File: src/hdl/rmc_pkg.sv
// Shared types and constants of the relay mode controller.
// Holds field widths, command, mode and register codes, sequencer states and weekday helpers.
// No dependencies; every other file of the block imports it.
`default_nettype none

package rmc_pkg;

    localparam int CMD_W       = 3;
    localparam int MODE_W      = 3;
    localparam int SENSOR_W    = 24;
    localparam int HYST_W      = 22;
    localparam int SECS_W      = 31;
    localparam int ELAPSED_W   = 32;
    localparam int WDAY_W      = 3;
    localparam int HOUR_W      = 5;
    localparam int MINUTE_W    = 6;
    localparam int SLOT_IDX_W  = 2;
    localparam int SLOT_WORD_W = 30;
    localparam int DAY_MIN_W   = 11;
    localparam int DAYS_W      = 7;
    localparam int CMP_W       = 26;

    localparam int CFG_IDX_W   = 3;
    localparam int CFG_DATA_W  = 31;

    localparam int S_TDATA_W   = 112;
    localparam int S_TUSER_W   = 3;
    localparam int M_TDATA_W   = 8;

    localparam int MIN_PER_HOUR = 60;

    localparam int SLOT_EN_BIT  = 29;
    localparam int SLOT_DAY_LSB = 22;
    localparam int SLOT_ON_LSB  = 11;

    localparam logic [CMD_W-1:0] CMD_TICK       = 3'd0;
    localparam logic [CMD_W-1:0] CMD_SET        = 3'd1;
    localparam logic [CMD_W-1:0] CMD_TOGGLE     = 3'd2;
    localparam logic [CMD_W-1:0] CMD_CONSUME    = 3'd3;
    localparam logic [CMD_W-1:0] CMD_WRITE_SLOT = 3'd4;

    localparam logic [MODE_W-1:0] MODE_OFF      = 3'd0;
    localparam logic [MODE_W-1:0] MODE_MANUAL   = 3'd1;
    localparam logic [MODE_W-1:0] MODE_TIMER    = 3'd2;
    localparam logic [MODE_W-1:0] MODE_SENSOR   = 3'd3;
    localparam logic [MODE_W-1:0] MODE_BUTTON   = 3'd4;
    localparam logic [MODE_W-1:0] MODE_SCHEDULE = 3'd5;

    localparam logic [CFG_IDX_W-1:0] CFG_MODE          = 3'd0;
    localparam logic [CFG_IDX_W-1:0] CFG_ACTIVE_LOW    = 3'd1;
    localparam logic [CFG_IDX_W-1:0] CFG_COMPARE_BELOW = 3'd2;
    localparam logic [CFG_IDX_W-1:0] CFG_LEVEL         = 3'd3;
    localparam logic [CFG_IDX_W-1:0] CFG_HYSTERESIS    = 3'd4;
    localparam logic [CFG_IDX_W-1:0] CFG_TIMER_ON      = 3'd5;
    localparam logic [CFG_IDX_W-1:0] CFG_TIMER_OFF     = 3'd6;

    typedef enum logic [2:0] {
        ST_IDLE,
        ST_DIV,
        ST_RD,
        ST_CHK,
        ST_DONE
    } rmc_state_t;

    // Monday-based day number; a weekday code of 7 counts as Sunday.
    function automatic logic [WDAY_W-1:0] mon_day(input logic [WDAY_W-1:0] wd);
        logic [WDAY_W-1:0] d;
        unique case (wd)
            3'd0:    d = 3'd6;
            3'd1:    d = 3'd0;
            3'd2:    d = 3'd1;
            3'd3:    d = 3'd2;
            3'd4:    d = 3'd3;
            3'd5:    d = 3'd4;
            3'd6:    d = 3'd5;
            default: d = 3'd6;
        endcase
        return d;
    endfunction

    function automatic logic [WDAY_W-1:0] prev_day(input logic [WDAY_W-1:0] d);
        logic [WDAY_W-1:0] p;
        if (d == 3'd0) begin
            p = 3'd6;
        end else begin
            p = d - 3'd1;
        end
        return p;
    endfunction

endpackage

`default_nettype wire

File: src/hdl/rmc_mod_unit.sv
// Restoring remainder unit: one quotient bit per cycle over the dividend width.
// Gives elapsed seconds modulo the timer period. Depends on rmc_pkg.
`default_nettype none

module rmc_mod_unit (
    input  wire logic                          aclk,
    input  wire logic                          aresetn,
    input  wire logic                          start,
    input  wire logic [rmc_pkg::ELAPSED_W-1:0] dividend,
    input  wire logic [rmc_pkg::ELAPSED_W-1:0] divisor,
    output logic                               done,
    output logic [rmc_pkg::ELAPSED_W-1:0]      remainder
);
    import rmc_pkg::*;

    localparam int CNT_W = $clog2(ELAPSED_W);

    logic                 busy_reg;
    logic                 done_reg;
    logic [CNT_W-1:0]     cnt_reg;
    logic [ELAPSED_W-1:0] dvd_reg;
    logic [ELAPSED_W-1:0] dsr_reg;
    logic [ELAPSED_W-1:0] rem_reg;
    logic [ELAPSED_W:0]   trial;
    logic [ELAPSED_W-1:0] rem_next;

    always_comb begin
        trial = {rem_reg, dvd_reg[ELAPSED_W-1]};
        if (trial >= {1'b0, dsr_reg}) begin
            rem_next = ELAPSED_W'(trial - {1'b0, dsr_reg});
        end else begin
            rem_next = trial[ELAPSED_W-1:0];
        end
    end

    always_ff @(posedge aclk) begin
        if (!aresetn) begin
            busy_reg <= 1'b0;
            done_reg <= 1'b0;
            cnt_reg  <= '0;
        end else begin
            done_reg <= 1'b0;
            if (start) begin
                busy_reg <= 1'b1;
                cnt_reg  <= '0;
            end else if (busy_reg) begin
                cnt_reg <= cnt_reg + 1'b1;
                if (cnt_reg == CNT_W'(ELAPSED_W - 1)) begin
                    busy_reg <= 1'b0;
                    done_reg <= 1'b1;
                end
            end
        end
    end

    always_ff @(posedge aclk) begin
        if (start) begin
            dvd_reg <= dividend;
            dsr_reg <= divisor;
            rem_reg <= '0;
        end else if (busy_reg) begin
            dvd_reg <= {dvd_reg[ELAPSED_W-2:0], 1'b0};
            rem_reg <= rem_next;
        end
    end

    assign done      = done_reg;
    assign remainder = rem_reg;

endmodule

`default_nettype wire

File: src/hdl/rmc_slot_ram.sv
// Schedule slot memory: one write and one registered read port.
// Entries never written read as zero, that is as disabled slots. Depends on rmc_pkg.
`default_nettype none

module rmc_slot_ram #(
    parameter int SLOT_COUNT = 4,
    parameter int AW         = 2
) (
    input  wire logic                            aclk,
    input  wire logic                            aresetn,
    input  wire logic                            wr_en,
    input  wire logic [AW-1:0]                   wr_addr,
    input  wire logic [rmc_pkg::SLOT_WORD_W-1:0] wr_data,
    input  wire logic                            rd_en,
    input  wire logic [AW-1:0]                   rd_addr,
    output logic [rmc_pkg::SLOT_WORD_W-1:0]      rd_data
);
    import rmc_pkg::*;

    logic [SLOT_WORD_W-1:0] mem [SLOT_COUNT];
    logic [SLOT_COUNT-1:0]  valid_reg;
    logic [SLOT_WORD_W-1:0] rd_word_reg;
    logic                   rd_valid_reg;

    always_ff @(posedge aclk) begin
        if (wr_en) begin
            mem[wr_addr] <= wr_data;
        end
        if (rd_en) begin
            rd_word_reg <= mem[rd_addr];
        end
    end

    always_ff @(posedge aclk) begin
        if (!aresetn) begin
            valid_reg    <= '0;
            rd_valid_reg <= 1'b0;
        end else begin
            if (wr_en) begin
                valid_reg[wr_addr] <= 1'b1;
            end
            if (rd_en) begin
                rd_valid_reg <= valid_reg[rd_addr];
            end
        end
    end

    assign rd_data = rd_valid_reg ? rd_word_reg : '0;

endmodule

`default_nettype wire

File: src/hdl/relay_mode_controller.sv
// Relay mode controller top level: configuration registers, sequencer and decision logic.
// Instantiates rmc_mod_unit and rmc_slot_ram; depends on rmc_pkg.
//
//   channel   direction  handshake          payload
//   s_        in         s_tvalid/s_tready  s_tdata, s_tuser (command)
//   m_        out        m_tvalid/m_tready  m_tdata
//   cfg_      in         cfg_wr_en          cfg_index, cfg_wdata
//
// A plain beat goes from ST_IDLE to ST_DONE; a timer tick waits in ST_DIV on the 32-step
// remainder unit, and a schedule tick reads and checks each slot in turn (ST_RD, ST_CHK).
// Reset is synchronous; it clears the relay state, the changed mark, the registers
// and the slot valid bits. A new beat is taken while a result waits on the m_ side;
// a stalled m_ side holds the next result in the sequencer until the output is free.
`default_nettype none

module relay_mode_controller #(
    parameter int SLOT_COUNT = 4
) (
    input  wire logic                           aclk,
    input  wire logic                           aresetn,
    // set_value, sensor_value, sensor_ok, elapsed_seconds, time_valid, weekday,
    // hour, minute, button_edge, slot_index, slot_word, then zero fill
    input  wire logic [rmc_pkg::S_TDATA_W-1:0]  s_tdata,
    // cmd
    input  wire logic [rmc_pkg::S_TUSER_W-1:0]  s_tuser,
    input  wire logic                           s_tvalid,
    output logic                                s_tready,
    // relay_on, pin_level, changed_flag, then zero fill
    output logic [rmc_pkg::M_TDATA_W-1:0]       m_tdata,
    output logic                                m_tvalid,
    input  wire logic                           m_tready,
    input  wire logic                           cfg_wr_en,
    input  wire logic [rmc_pkg::CFG_IDX_W-1:0]  cfg_index,
    input  wire logic [rmc_pkg::CFG_DATA_W-1:0] cfg_wdata
);
    import rmc_pkg::*;

    localparam int SLOT_AW = (SLOT_COUNT > 1) ? $clog2(SLOT_COUNT) : 1;
    localparam int IDX_W   = (SLOT_AW > SLOT_IDX_W) ? SLOT_AW : SLOT_IDX_W;

    // Input field extraction.
    logic                    in_set_value;
    logic [SENSOR_W-1:0]     in_sensor_value;
    logic                    in_sensor_ok;
    logic [ELAPSED_W-1:0]    in_elapsed;
    logic                    in_time_valid;
    logic [WDAY_W-1:0]       in_weekday;
    logic [HOUR_W-1:0]       in_hour;
    logic [MINUTE_W-1:0]     in_minute;
    logic                    in_button_edge;
    logic [SLOT_IDX_W-1:0]   in_slot_index;
    logic [SLOT_WORD_W-1:0]  in_slot_word;
    logic [CMD_W-1:0]        in_cmd;

    assign in_set_value    = s_tdata[0];
    assign in_sensor_value = s_tdata[24:1];
    assign in_sensor_ok    = s_tdata[25];
    assign in_elapsed      = s_tdata[57:26];
    assign in_time_valid   = s_tdata[58];
    assign in_weekday      = s_tdata[61:59];
    assign in_hour         = s_tdata[66:62];
    assign in_minute       = s_tdata[72:67];
    assign in_button_edge  = s_tdata[73];
    assign in_slot_index   = s_tdata[75:74];
    assign in_slot_word    = s_tdata[105:76];
    assign in_cmd          = s_tuser[CMD_W-1:0];

    // Configuration registers.
    logic [MODE_W-1:0]          mode_reg;
    logic                       active_low_reg;
    logic                       compare_below_reg;
    logic signed [SENSOR_W-1:0] level_reg;
    logic [HYST_W-1:0]          hyst_reg;
    logic [SECS_W-1:0]          on_secs_reg;
    logic [SECS_W-1:0]          off_secs_reg;

    always_ff @(posedge aclk) begin
        if (!aresetn) begin
            mode_reg          <= MODE_OFF;
            active_low_reg    <= 1'b0;
            compare_below_reg <= 1'b0;
            level_reg         <= '0;
            hyst_reg          <= '0;
            on_secs_reg       <= '0;
            off_secs_reg      <= '0;
        end else if (cfg_wr_en) begin
            unique case (cfg_index)
                CFG_MODE:          mode_reg          <= cfg_wdata[MODE_W-1:0];
                CFG_ACTIVE_LOW:    active_low_reg    <= cfg_wdata[0];
                CFG_COMPARE_BELOW: compare_below_reg <= cfg_wdata[0];
                CFG_LEVEL:         level_reg         <= cfg_wdata[SENSOR_W-1:0];
                CFG_HYSTERESIS:    hyst_reg          <= cfg_wdata[HYST_W-1:0];
                CFG_TIMER_ON:      on_secs_reg       <= cfg_wdata[SECS_W-1:0];
                CFG_TIMER_OFF:     off_secs_reg      <= cfg_wdata[SECS_W-1:0];
                default: ;
            endcase
        end
    end

    logic [ELAPSED_W-1:0] period;
    logic                 period_zero;

    assign period      = ELAPSED_W'(on_secs_reg) + ELAPSED_W'(off_secs_reg);
    assign period_zero = (period == '0);

    // Sequencer.
    rmc_state_t state_reg;
    rmc_state_t state_next;

    logic accept;
    logic in_is_tick;
    logic div_start;
    logic div_done;
    logic rd_en;
    logic out_load;
    logic slot_wr_en;
    logic last_slot;

    logic [SLOT_AW-1:0] scan_idx_reg;
    logic [IDX_W-1:0]   wr_idx_wide;

    logic m_valid_reg;

    assign accept      = s_tvalid && s_tready;
    assign in_is_tick  = (in_cmd == CMD_TICK);
    assign last_slot   = (scan_idx_reg == SLOT_AW'(SLOT_COUNT - 1));
    assign wr_idx_wide = IDX_W'(in_slot_index);

    always_comb begin
        state_next = state_reg;
        unique case (state_reg)
            ST_IDLE: begin
                if (s_tvalid) begin
                    if (in_is_tick && mode_reg == MODE_TIMER && !period_zero) begin
                        state_next = ST_DIV;
                    end else if (in_is_tick && mode_reg == MODE_SCHEDULE && in_time_valid) begin
                        state_next = ST_RD;
                    end else begin
                        state_next = ST_DONE;
                    end
                end
            end
            ST_DIV: begin
                if (div_done) begin
                    state_next = ST_DONE;
                end
            end
            ST_RD: begin
                state_next = ST_CHK;
            end
            ST_CHK: begin
                if (last_slot) begin
                    state_next = ST_DONE;
                end else begin
                    state_next = ST_RD;
                end
            end
            ST_DONE: begin
                if (!m_valid_reg || m_tready) begin
                    state_next = ST_IDLE;
                end
            end
            default: state_next = ST_IDLE;
        endcase
    end

    always_comb begin
        s_tready   = (state_reg == ST_IDLE);
        div_start  = (state_reg == ST_IDLE) && s_tvalid && in_is_tick
                     && (mode_reg == MODE_TIMER) && !period_zero;
        rd_en      = (state_reg == ST_RD);
        out_load   = (state_reg == ST_DONE) && (!m_valid_reg || m_tready);
        slot_wr_en = (state_reg == ST_IDLE) && s_tvalid && (in_cmd == CMD_WRITE_SLOT)
                     && (32'(in_slot_index) < 32'(SLOT_COUNT));
    end

    always_ff @(posedge aclk) begin
        if (!aresetn) begin
            state_reg <= ST_IDLE;
        end else begin
            state_reg <= state_next;
        end
    end

    // Captured item fields.
    logic [CMD_W-1:0]           cmd_reg;
    logic                       set_value_reg;
    logic signed [SENSOR_W-1:0] sensor_reg;
    logic                       sensor_ok_reg;
    logic                       button_reg;
    logic [WDAY_W-1:0]          day_reg;
    logic [WDAY_W-1:0]          prev_day_reg;
    logic [DAY_MIN_W-1:0]       day_min_reg;
    logic [DAY_MIN_W-1:0]       day_min_c;
    logic                       hit_reg;
    logic                       slot_hit;

    assign day_min_c = DAY_MIN_W'(in_hour) * DAY_MIN_W'(MIN_PER_HOUR)
                       + DAY_MIN_W'(in_minute);

    always_ff @(posedge aclk) begin
        if (accept) begin
            cmd_reg       <= in_cmd;
            set_value_reg <= in_set_value;
            sensor_reg    <= in_sensor_value;
            sensor_ok_reg <= in_sensor_ok;
            button_reg    <= in_button_edge;
            day_reg       <= mon_day(in_weekday);
            prev_day_reg  <= prev_day(mon_day(in_weekday));
            day_min_reg   <= day_min_c;
        end
    end

    always_ff @(posedge aclk) begin
        if (accept) begin
            hit_reg <= 1'b0;
        end else if (state_reg == ST_CHK) begin
            hit_reg <= hit_reg | slot_hit;
        end
    end

    always_ff @(posedge aclk) begin
        if (!aresetn) begin
            scan_idx_reg <= '0;
        end else if (accept) begin
            scan_idx_reg <= '0;
        end else if (state_reg == ST_CHK && !last_slot) begin
            scan_idx_reg <= scan_idx_reg + 1'b1;
        end
    end

    // Slot memory and remainder unit.
    logic [SLOT_WORD_W-1:0] slot_rd_data;
    logic [ELAPSED_W-1:0]   remainder;

    rmc_slot_ram #(
        .SLOT_COUNT (SLOT_COUNT),
        .AW         (SLOT_AW)
    ) u_slot_ram (
        .aclk    (aclk),
        .aresetn (aresetn),
        .wr_en   (slot_wr_en),
        .wr_addr (wr_idx_wide[SLOT_AW-1:0]),
        .wr_data (in_slot_word),
        .rd_en   (rd_en),
        .rd_addr (scan_idx_reg),
        .rd_data (slot_rd_data)
    );

    rmc_mod_unit u_mod_unit (
        .aclk      (aclk),
        .aresetn   (aresetn),
        .start     (div_start),
        .dividend  (in_elapsed),
        .divisor   (period),
        .done      (div_done),
        .remainder (remainder)
    );

    // Slot match for the entry read last cycle.
    logic                 slot_en;
    logic [DAYS_W-1:0]    slot_days;
    logic [DAY_MIN_W-1:0] slot_on;
    logic [DAY_MIN_W-1:0] slot_off;

    always_comb begin
        slot_en   = slot_rd_data[SLOT_EN_BIT];
        slot_days = slot_rd_data[SLOT_DAY_LSB +: DAYS_W];
        slot_on   = slot_rd_data[SLOT_ON_LSB +: DAY_MIN_W];
        slot_off  = slot_rd_data[DAY_MIN_W-1:0];
        slot_hit  = 1'b0;
        if (slot_en) begin
            if (slot_on < slot_off) begin
                slot_hit = slot_days[day_reg] && (day_min_reg >= slot_on)
                           && (day_min_reg < slot_off);
            end else begin
                slot_hit = (slot_days[day_reg] && (day_min_reg >= slot_on))
                           || (slot_days[prev_day_reg] && (day_min_reg < slot_off));
            end
        end
    end

    logic relay_reg;
    logic changed_reg;
    logic want;
    logic mark_next;
    logic flag_out;

    // Sensor comparison with the hysteresis band.
    logic signed [CMP_W-1:0] sens_v;
    logic signed [CMP_W-1:0] band_hi;
    logic signed [CMP_W-1:0] band_lo;
    logic                    at_hi;
    logic                    at_lo;
    logic                    sensor_want;

    always_comb begin
        sens_v  = CMP_W'(sensor_reg);
        band_hi = CMP_W'(level_reg) + $signed({4'b0, hyst_reg});
        band_lo = CMP_W'(level_reg) - $signed({4'b0, hyst_reg});
        at_hi   = (sens_v >= band_hi);
        at_lo   = (sens_v <= band_lo);
        sensor_want = relay_reg;
        if (sensor_ok_reg) begin
            if (!compare_below_reg) begin
                if (at_hi) begin
                    sensor_want = 1'b1;
                end else if (at_lo) begin
                    sensor_want = 1'b0;
                end
            end else begin
                if (at_lo) begin
                    sensor_want = 1'b1;
                end else if (at_hi) begin
                    sensor_want = 1'b0;
                end
            end
        end
    end

    // Relay decision.
    always_comb begin
        want = relay_reg;
        unique case (cmd_reg)
            CMD_TICK: begin
                unique case (mode_reg)
                    MODE_OFF:      want = 1'b0;
                    MODE_TIMER:    want = !period_zero
                                          && (remainder < ELAPSED_W'(on_secs_reg));
                    MODE_SENSOR:   want = sensor_want;
                    MODE_BUTTON:   want = relay_reg ^ button_reg;
                    MODE_SCHEDULE: want = hit_reg;
                    default:       want = relay_reg;
                endcase
            end
            CMD_SET:    want = set_value_reg;
            CMD_TOGGLE: want = !relay_reg;
            default:    want = relay_reg;
        endcase

        if (cmd_reg == CMD_CONSUME) begin
            flag_out  = changed_reg;
            mark_next = 1'b0;
        end else begin
            mark_next = changed_reg | (want != relay_reg);
            flag_out  = mark_next;
        end
    end

    always_ff @(posedge aclk) begin
        if (!aresetn) begin
            relay_reg   <= 1'b0;
            changed_reg <= 1'b0;
        end else if (out_load) begin
            relay_reg   <= want;
            changed_reg <= mark_next;
        end
    end

    // Output register.
    logic [M_TDATA_W-1:0] m_data_reg;

    always_ff @(posedge aclk) begin
        if (!aresetn) begin
            m_valid_reg <= 1'b0;
        end else if (out_load) begin
            m_valid_reg <= 1'b1;
        end else if (m_tready) begin
            m_valid_reg <= 1'b0;
        end
    end

    always_ff @(posedge aclk) begin
        if (out_load) begin
            m_data_reg <= {(M_TDATA_W - 3)'(0), flag_out, want ^ active_low_reg, want};
        end
    end

    assign m_tvalid = m_valid_reg;
    assign m_tdata  = m_data_reg;

    // An accepted beat always leaves idle.
    a_leave_idle: assert property (@(posedge aclk) disable iff (!aresetn)
        accept |=> (state_reg != ST_IDLE))
        else $error("accepted beat did not start processing");

    // The remainder unit only finishes while the sequencer waits on it.
    a_div_owner: assert property (@(posedge aclk) disable iff (!aresetn)
        div_done |-> (state_reg == ST_DIV))
        else $error("remainder unit finished outside the timer wait");

    // Any change of the relay state leaves the changed mark set.
    a_change_marks: assert property (@(posedge aclk) disable iff (!aresetn)
        ($past(aresetn) && !$stable(relay_reg)) |-> changed_reg)
        else $error("relay changed without setting the changed mark");

    // A completed consume beat clears the changed mark.
    a_consume_clears: assert property (@(posedge aclk) disable iff (!aresetn)
        (out_load && cmd_reg == CMD_CONSUME) |=> !changed_reg)
        else $error("consume beat left the changed mark set");

    // The slot walk stays inside the table.
    a_scan_range: assert property (@(posedge aclk) disable iff (!aresetn)
        (state_reg == ST_CHK) |-> (32'(scan_idx_reg) < 32'(SLOT_COUNT)))
        else $error("slot walk left the table");

endmodule

`default_nettype wire
File: config.mk
export PLATFORM = sky130hd
export DESIGN_NAME = relay_mode_controller
export DESIGN_NICKNAME = d
export VERILOG_FILES = /design/src/hdl/rmc_pkg.sv /design/src/hdl/rmc_mod_unit.sv /design/src/hdl/rmc_slot_ram.sv /design/src/hdl/relay_mode_controller.sv
export SDC_FILE = /design/constraint.sdc
export NUM_CORES = 1
export LEC_CHECK = 0
export BUFFER_PORTS_ARGS = -buffer_cell sky130_fd_sc_hd__buf_2
export CORE_ASPECT_RATIO = 0.5
export CORE_MARGIN = 1.5
export CORE_UTILIZATION = 50
export DETAILED_ROUTE_END_ITERATION = 8
export MAX_ROUTING_LAYER = met4
export PLACE_DENSITY_LB_ADDON = 0.15
export SLEW_MARGIN = 20
export SYNTH_ARGS = -nofsm -noshare
export SYNTH_HDL_FRONTEND = slang
export SYNTH_HIERARCHICAL = 1
export SYNTH_SLANG_ARGS = --single-unit
File: constraint.sdc
create_clock -name aclk -period 15.37 [get_ports aclk]
set_input_delay 2.3055 -clock aclk [delete_from_list [all_inputs] [get_ports aclk]]
set_output_delay 2.3055 -clock aclk [all_outputs]
set_load 0.02 [all_outputs]
; Yosys cells after proc, flatten, opt, wreduce, memory -nomap -nowiden
; Memories as Yosys holds them, arrays and structs flattened. A register that Yosys moved wholly into a read port is not among the register bits.
; Index checks and enable logic that the tools add are counted.
[classes]
n_addsub = 8
mul = 1
order_cmp = 12
eq_ne = 30
muxes = 41
bitwise = 7
n_reduce_logical = 42
[op_table]
columns = op, n
row1 = $mux 32, 3
row2 = $ge 33x32->1, 1
row3 = $add 31x31->32, 1
row4 = $logic_not 32->1, 1
row5 = $lt 32x31->1, 1
row6 = $sub 32x32->32, 1
row7 = $eq 3x2->1 const B, 10
row8 = $eq 3x3->1 const B, 10
row9 = $mux 30, 1
row10 = $add 24x23->25, 1
row11 = $ge 24x25->1, 1
row12 = $le 24x25->1, 1
row13 = $sub 24x23->25, 1
row14 = $lt 11x11->1, 2
row15 = $mux 1, 22
row16 = $mux 3, 7
row17 = $logic_not 3->1, 6
row18 = $pmux 3 s6, 1
row19 = $logic_and 1x1->1, 16
row20 = $pmux 3 s5, 1
row21 = $reduce_and 2->1, 7
row22 = $eq 3x1->1 const B, 4
row23 = $add 11x6->11, 1
row24 = $ge 11x11->1, 1
row25 = 27 further kinds, 40
[totals]
regBits = 280
mem_bits_rw = 120
inputBits = 154
out_inout_bits = 10
elab_cells = 172
n_memories = 1
[memory_table]
columns = memory, depth, width, rd, rd_clocked_by_memory_dff, write_ports, line_no
row1 = u_slot_ram.mem, 4, 30, 1, 1, 1, rmc_slot_ram.sv:20  ; logic [SLOT_WORD_W-1:0] mem [SLOT_COUNT];

; Logic depth before layout (Yosys ltp)
[depth]
ltp_word = 11
depth_mapped = 28
mapped_depth_nobuf = 28

; Cells and area by module
; Netlist, hierarchy kept.
[modules_own_cells]
columns = mod, instances, cells_each, area_each_um2, seq_area_each_um2
row1 = relay_mode_controller, 1, 1639, 13452.9, 3943.8
row2 = rmc_mod_unit, 1, 588, 6015.8, 2702.6
row3 = rmc_slot_ram, 1, 239, 5683.0, 4604.4

; Least setup slack after synthesis
; No wires, ideal clock.
[synth_path]
path_kind = input to register
start = input port s_tvalid
end = register u_mod_unit.dvd_reg[0], enable pin
setup_time_ns = 0.387
arrival_time_ns = 5.627
required_ns = 14.983
path_slack_ns = 9.357
cell_stages = 7
path_buffers = 2
cell_sequence = nand2_1 inv_1 and2_1 clkbuf_1 nor2_1 clkbuf_1 inv_1
[synth_between]
elab_chain_len = 5
[synth_lines]
columns = item, line_no
row1 = start: declaration, relay_mode_controller.sv:26  ; input wire logic s_tvalid,
row2 = $logic_and 1x1->1, n/a
row3 = net accept, relay_mode_controller.sv:110  ; logic accept;
row4 = $logic_and 1x1->1, relay_mode_controller.sv:169  ; div_start = (state_reg == ST_IDLE) && s_tvalid && in_is_tick
row5 = $logic_and 1x1->1 (2 in series), relay_mode_controller.sv:170  ; && (mode_reg == MODE_TIMER) && !period_zero;
row6 = net div_start, relay_mode_controller.sv:112  ; logic div_start;
row7 = $reduce_bool 2->1 (no source line), n/a
row8 = end signal: assignment, rmc_mod_unit.sv:58  ; dvd_reg <= dividend;
row9 = end signal: assignment, rmc_mod_unit.sv:62  ; dvd_reg <= {dvd_reg[ELAPSED_W-2:0], 1'b0};
row10 = end: declaration, rmc_mod_unit.sv:21  ; logic [ELAPSED_W-1:0] dvd_reg;
; The timed path passes the listed nets, and every way through them passes these cells.
; A chain may end at the register's enable or synchronous reset.

; Worst setup path after layout
[layout_path]
start = register on_secs_reg[0]
end = register u_mod_unit.dvd_reg[4], enable pin
[layout_between]
elab_chain_len = 5
[layout_lines]
columns = item, line_no
row1 = start: declaration, relay_mode_controller.sv:74  ; logic [SECS_W-1:0] on_secs_reg;
row2 = start signal: assignment, relay_mode_controller.sv:93  ; CFG_TIMER_ON: on_secs_reg <= cfg_wdata[SECS_W-1:0];
row3 = $add 31x31->32, relay_mode_controller.sv:103  ; assign period = ELAPSED_W'(on_secs_reg) + ELAPSED_W'(off_secs_reg);
row4 = net period[4], relay_mode_controller.sv:100  ; logic [ELAPSED_W-1:0] period;
row5 = $logic_not 32->1, relay_mode_controller.sv:104  ; assign period_zero = (period == '0);
row6 = $logic_not 1->1, relay_mode_controller.sv:170
row7 = $logic_and 1x1->1, relay_mode_controller.sv:170
row8 = net div_start, relay_mode_controller.sv:112
row9 = $reduce_bool 2->1 (no source line), n/a
; The timed path passes the listed nets, and every way through them passes these cells.

==> metrics.log <==
[metrics] initial antenna violation count: 4
[metrics] Cell variety after synth: 97
[metrics] fin. max-slew vios: 0
[metrics] final routed wirelength across all metal layers: 56500 um
[metrics] Critical Path Start Type: flop
[metrics] total of hold buffers inserted after clock tree synthesis: 0
[metrics] outcome: finished clean
[metrics] maximum ir drop on the vdd rail: 0.0960 mV
[metrics] first-iteration detailed-routing DRC count: 1186
[metrics] pin count of the biggest net entering global routing: 73
[metrics] Setup Buffers After CTS: 0
[metrics] number of port buffers: 152
[metrics] sequential group share of total power: 48.0%
[metrics] HPWL after DPL: 42000 um
[metrics] Hold Crit Class: reg -> reg
[metrics] reported max-cap violation count: 0
[metrics] number of flip-flops in the largest register: 120
[metrics] clock tree from TritonCTS: done
[metrics] horizontal die dimension: 320 um
[metrics] Worst Skew: 0.0249 ns
[metrics] type of element capturing the critical path: flop
[metrics] count of state elements after synthesis: 430
[metrics] wire length of the first global-routing pass: 91600 um
[metrics] WP buf/inv: 2
[metrics] number of routed nets with antenna violations: 0
[metrics] final-layout worst hold slack: 0.460 ns
[metrics] layout overhead on the synthesized area: 10.0%
[metrics] Pint: 2.00 mW
[metrics] critical path required time: 15.53 ns
[metrics] average instance area after synthesis: 10.2 um2
[metrics] synthesized cell area: 25200 um2
[metrics] # nets final: 2976
[metrics] count of cells resized by post-cts repair: 0
[metrics] net switching fraction of the power: 25.1%
[metrics] delay of the slowest critical-path stage: 0.79 ns
[metrics] die area: 51700 um2
[metrics] switching pwr: 0.670 mW
[metrics] insertion delay to the later sink of the worst-skew pair: 0.55 ns
[metrics] count of mapped cells out of synthesis: 2466
[metrics] register containing the most flip-flops in the final layout: u_slot_ram/mem
[metrics] height of the die: 162 um
[metrics] setup violation total in the final timing report: 0
[metrics] buffer levels on the longest clock path: 3
[metrics] hold violation count in the final report: 0
[metrics] power density of the placed cells: 96.6 nW/um2
[metrics] library cell used as clock root buffer: sky130_fd_sc_hd__clkbuf_16
[metrics] Routed wire per std cell: 17.3 um
[metrics] Core Box Area: 49100 um2
[metrics] cts bufs inserted: 40
[metrics] deepest level of the CTS H-tree: 2
[metrics] total negative slack for setup checks: 0 ns
[metrics] number of enable-type register cells in the synthesized netlist: 264
[metrics] CP max-delay cell: sky130_fd_sc_hd__nor2_1
[metrics] Top Ports: 164
[metrics] layout cell share with drive strength beyond 1: 12.7%
[metrics] number of rows in the core area: 57
[metrics] RSZ-0062 raised after global routing: no
[metrics] worst slew pin tran: 1.03 ns
[metrics] overall overflow remaining after global route: 0
[metrics] vias per std cell: 5.49
[metrics] dominant synthesized flop cell: sky130_fd_sc_hd__edfxtp_1
[metrics] count of synthesis-stage warnings from yosys: 6
[metrics] data arrival time at the worst-slack endpoint: 6.48 ns
[metrics] share of power burned in combinational logic: 14.2%
[metrics] DRC violation count after routing: 0
[metrics] all-layer global routing usage: 22.6%
[metrics] Starting Density: 51.3%
[metrics] DR vias: 17900
[metrics] global placer's final weighted congestion: 0.885
[metrics] crit path kind: reg -> reg
[metrics] FMAX: 0.158 GHz
[metrics] clock sinks: 430
[metrics] number of iterations in the first detailed-routing pass: 7
[metrics] part of the power in the clock network: 37.8%
[metrics] proportion of synthesized flip-flops having asynchronous set or reset: 0%
[metrics] number of global-route vias before repair: 17400
[metrics] family with the most delay on the worst path: simple AND/OR/NAND/NOR gates
[metrics] Leak Pwr: 10.8 nW
[metrics] cell chain of the critical path: ha_1, inv_1, fa_1, nand2b_1, a21oi_1, xor2_1, or3b_1, or4_1, or4b_1, nor4_1, o2111ai_1, o41ai_2, nor2b_1, and2_4, nor2_1, inv_2
[metrics] maximum net fanout on the critical path: 32
[metrics] final period utilization: 41.1%
[metrics] clock transition at the registers of the reported paths: 0.06 ns
[metrics] sequential-to-total area share from yosys stat: 44.7%
[metrics] time the worst path needs with I/O delays and setup: 6.32 ns
[metrics] worst-case headroom to the max-slew limit: 31.4%
[cells in the mapped netlist (all sizes together) (8+ instances only)]
library cell | n | area (um2)
a211o | 8 | 70.1
a211oi | 35 | 288
a21o | 66 | 497
a21oi | 236 | 1180
a31oi | 18 | 119
and2 | 43 | 272
and3 | 18 | 118
buf | 26 | 235
clkbuf | 79 | 299
dfxtp | 166 | 3320
edfxtp | 264 | 7930
fa | 12 | 240
ha | 238 | 2980
inv | 175 | 657
mux2 | 31 | 349
mux2i | 32 | 320
mux4 | 32 | 728
nand2 | 321 | 1210
nand2b | 35 | 219
nand3 | 34 | 170
nand3b | 9 | 67.6
nand4 | 22 | 138
nand4b | 9 | 78.8
nor2 | 131 | 492
nor2b | 20 | 125
nor3 | 32 | 160
o2111ai | 8 | 76.3
o211ai | 18 | 135
o21a | 29 | 218
o21ai | 73 | 373
o21bai | 16 | 120
or3 | 9 | 56.3
xnor2 | 75 | 657
xor2 | 30 | 263
[power by group through the flow]
| stage | combinational, mW | sequential, mW | clock, mW |
|---|---|---|---|
| 3_3_place_gp | 0.370 | 1.31 | 0 |
| 5_1_grt | 0.430 | 1.29 | 1.09 |
| 2_1_floorplan | 0.276 | 1.30 | 0 |
| 3_5_place_dp | 0.377 | 1.31 | 0 |
| 4_1_cts | 0.380 | 1.28 | 1.04 |
| 6_report | 0.379 | 1.28 | 1.01 |
[through the flow]
step	util [%]	instances	power [mW]	setup slack, ns	cell area, um2
6_report	56.4	3256	2.67	9.05	27700
5_1_grt	56.4	3256	2.80	8.57	27700
4_1_cts	56.4	3252	2.70	8.96	27700
3_5_place_dp	53.7	3179	1.68	8.99	26300
3_3_place_gp	53.7	3179	1.68	8.65	26300
2_1_floorplan	-	2470	1.57	9.36	25200
[metal layers]
layer  up-vias  share of wire [%]  global-route usage (%)
met3        63                3.6                    2.63
met2       296                 45                    35.0
met5         -                  0                       -
li1       9095                  -                       -
met4         0                1.8                    5.32
met1      8419                 49                    31.9
[kinds of logic after synthesis]
| logic type | Yosys count | synth area share, % |
|---|---|---|
| AND/OR/NAND/NOR | 719 | 13.5 |
| AO/OA/AOI/OAI | 585 | 15.0 |
| flip-flops | 430 | 44.7 |
| buffers and inverters | 281 | 4.75 |
| adder cells (fa/ha/maj) | 250 | 12.8 |
| XOR/XNOR | 105 | 3.66 |
| multiplexers | 95 | 5.56 |
| other | 1 | 0.0149 |
[cell type report]
type                            instances  area (um2)
Multi-Input combinational cell       1759       12700
Tap cell                              649         812
Antenna cell                            4        10.0
Timing Repair Buffer                  165         858
Clock inverter                         20         211
Inverter                              176         662
Fill cell                            4313       21400
Sequential cell                       430       11300
Clock buffer                           53        1110
[cell usage in the layout (no fill, tap or decap), drive strengths merged, types with 20 or more instances in the layout]
cell,n
a21oi,236
mux2i,32
nand2b,35
nor3,32
a211oi,35
clkbuf,53
nand3,34
o21a,29
mux4,32
mux2,31
nand4,22
nand2,321
and2,43
dfxtp,166
a21o,66
nor2b,20
nor2,131
edfxtp,264
inv,178
xor2,30
buf,165
xnor2,75
o21ai,73
ha,238
[worst reg2reg max path, cell delays in order, from the launching register on]
cell                        delay [ns]
sky130_fd_sc_hd__dfxtp_1          0.38
sky130_fd_sc_hd__ha_1             0.25
sky130_fd_sc_hd__inv_1            0.08
sky130_fd_sc_hd__fa_1             0.40
sky130_fd_sc_hd__nand2b_1         0.18
sky130_fd_sc_hd__a21oi_1          0.17
sky130_fd_sc_hd__xor2_1           0.10
sky130_fd_sc_hd__or3b_1           0.37
sky130_fd_sc_hd__or4_1            0.52
sky130_fd_sc_hd__or4b_1           0.55
sky130_fd_sc_hd__nor4_1           0.20
sky130_fd_sc_hd__o2111ai_1        0.23
sky130_fd_sc_hd__o41ai_2          0.61
sky130_fd_sc_hd__nor2b_1          0.19
sky130_fd_sc_hd__and2_4           0.32
sky130_fd_sc_hd__nor2_1           0.82
sky130_fd_sc_hd__inv_2            0.56
[final timing paths]
| check | startpoint | to | slack (ns) | cells past startpoint |
|---|---|---|---|---|
| setup reg to reg | on_secs_reg[0]$_SDFFE_PN0P_ | u_mod_unit/dvd_reg[4]$_DFFE_PP_ | 9.05 | 16 |
| hold reg to reg | off_secs_reg[16]$_SDFFE_PN0P_ | off_secs_reg[16]$_SDFFE_PN0P_ | 0.46 | 2 |
| hold / removal | off_secs_reg[16]$_SDFFE_PN0P_ | off_secs_reg[16]$_SDFFE_PN0P_ | 0.46 | 2 |
| setup / recovery | on_secs_reg[0]$_SDFFE_PN0P_ | u_mod_unit/dvd_reg[4]$_DFFE_PP_ | 9.05 | 16 |
Note: power is estimated with default switching activity, not from simulation.
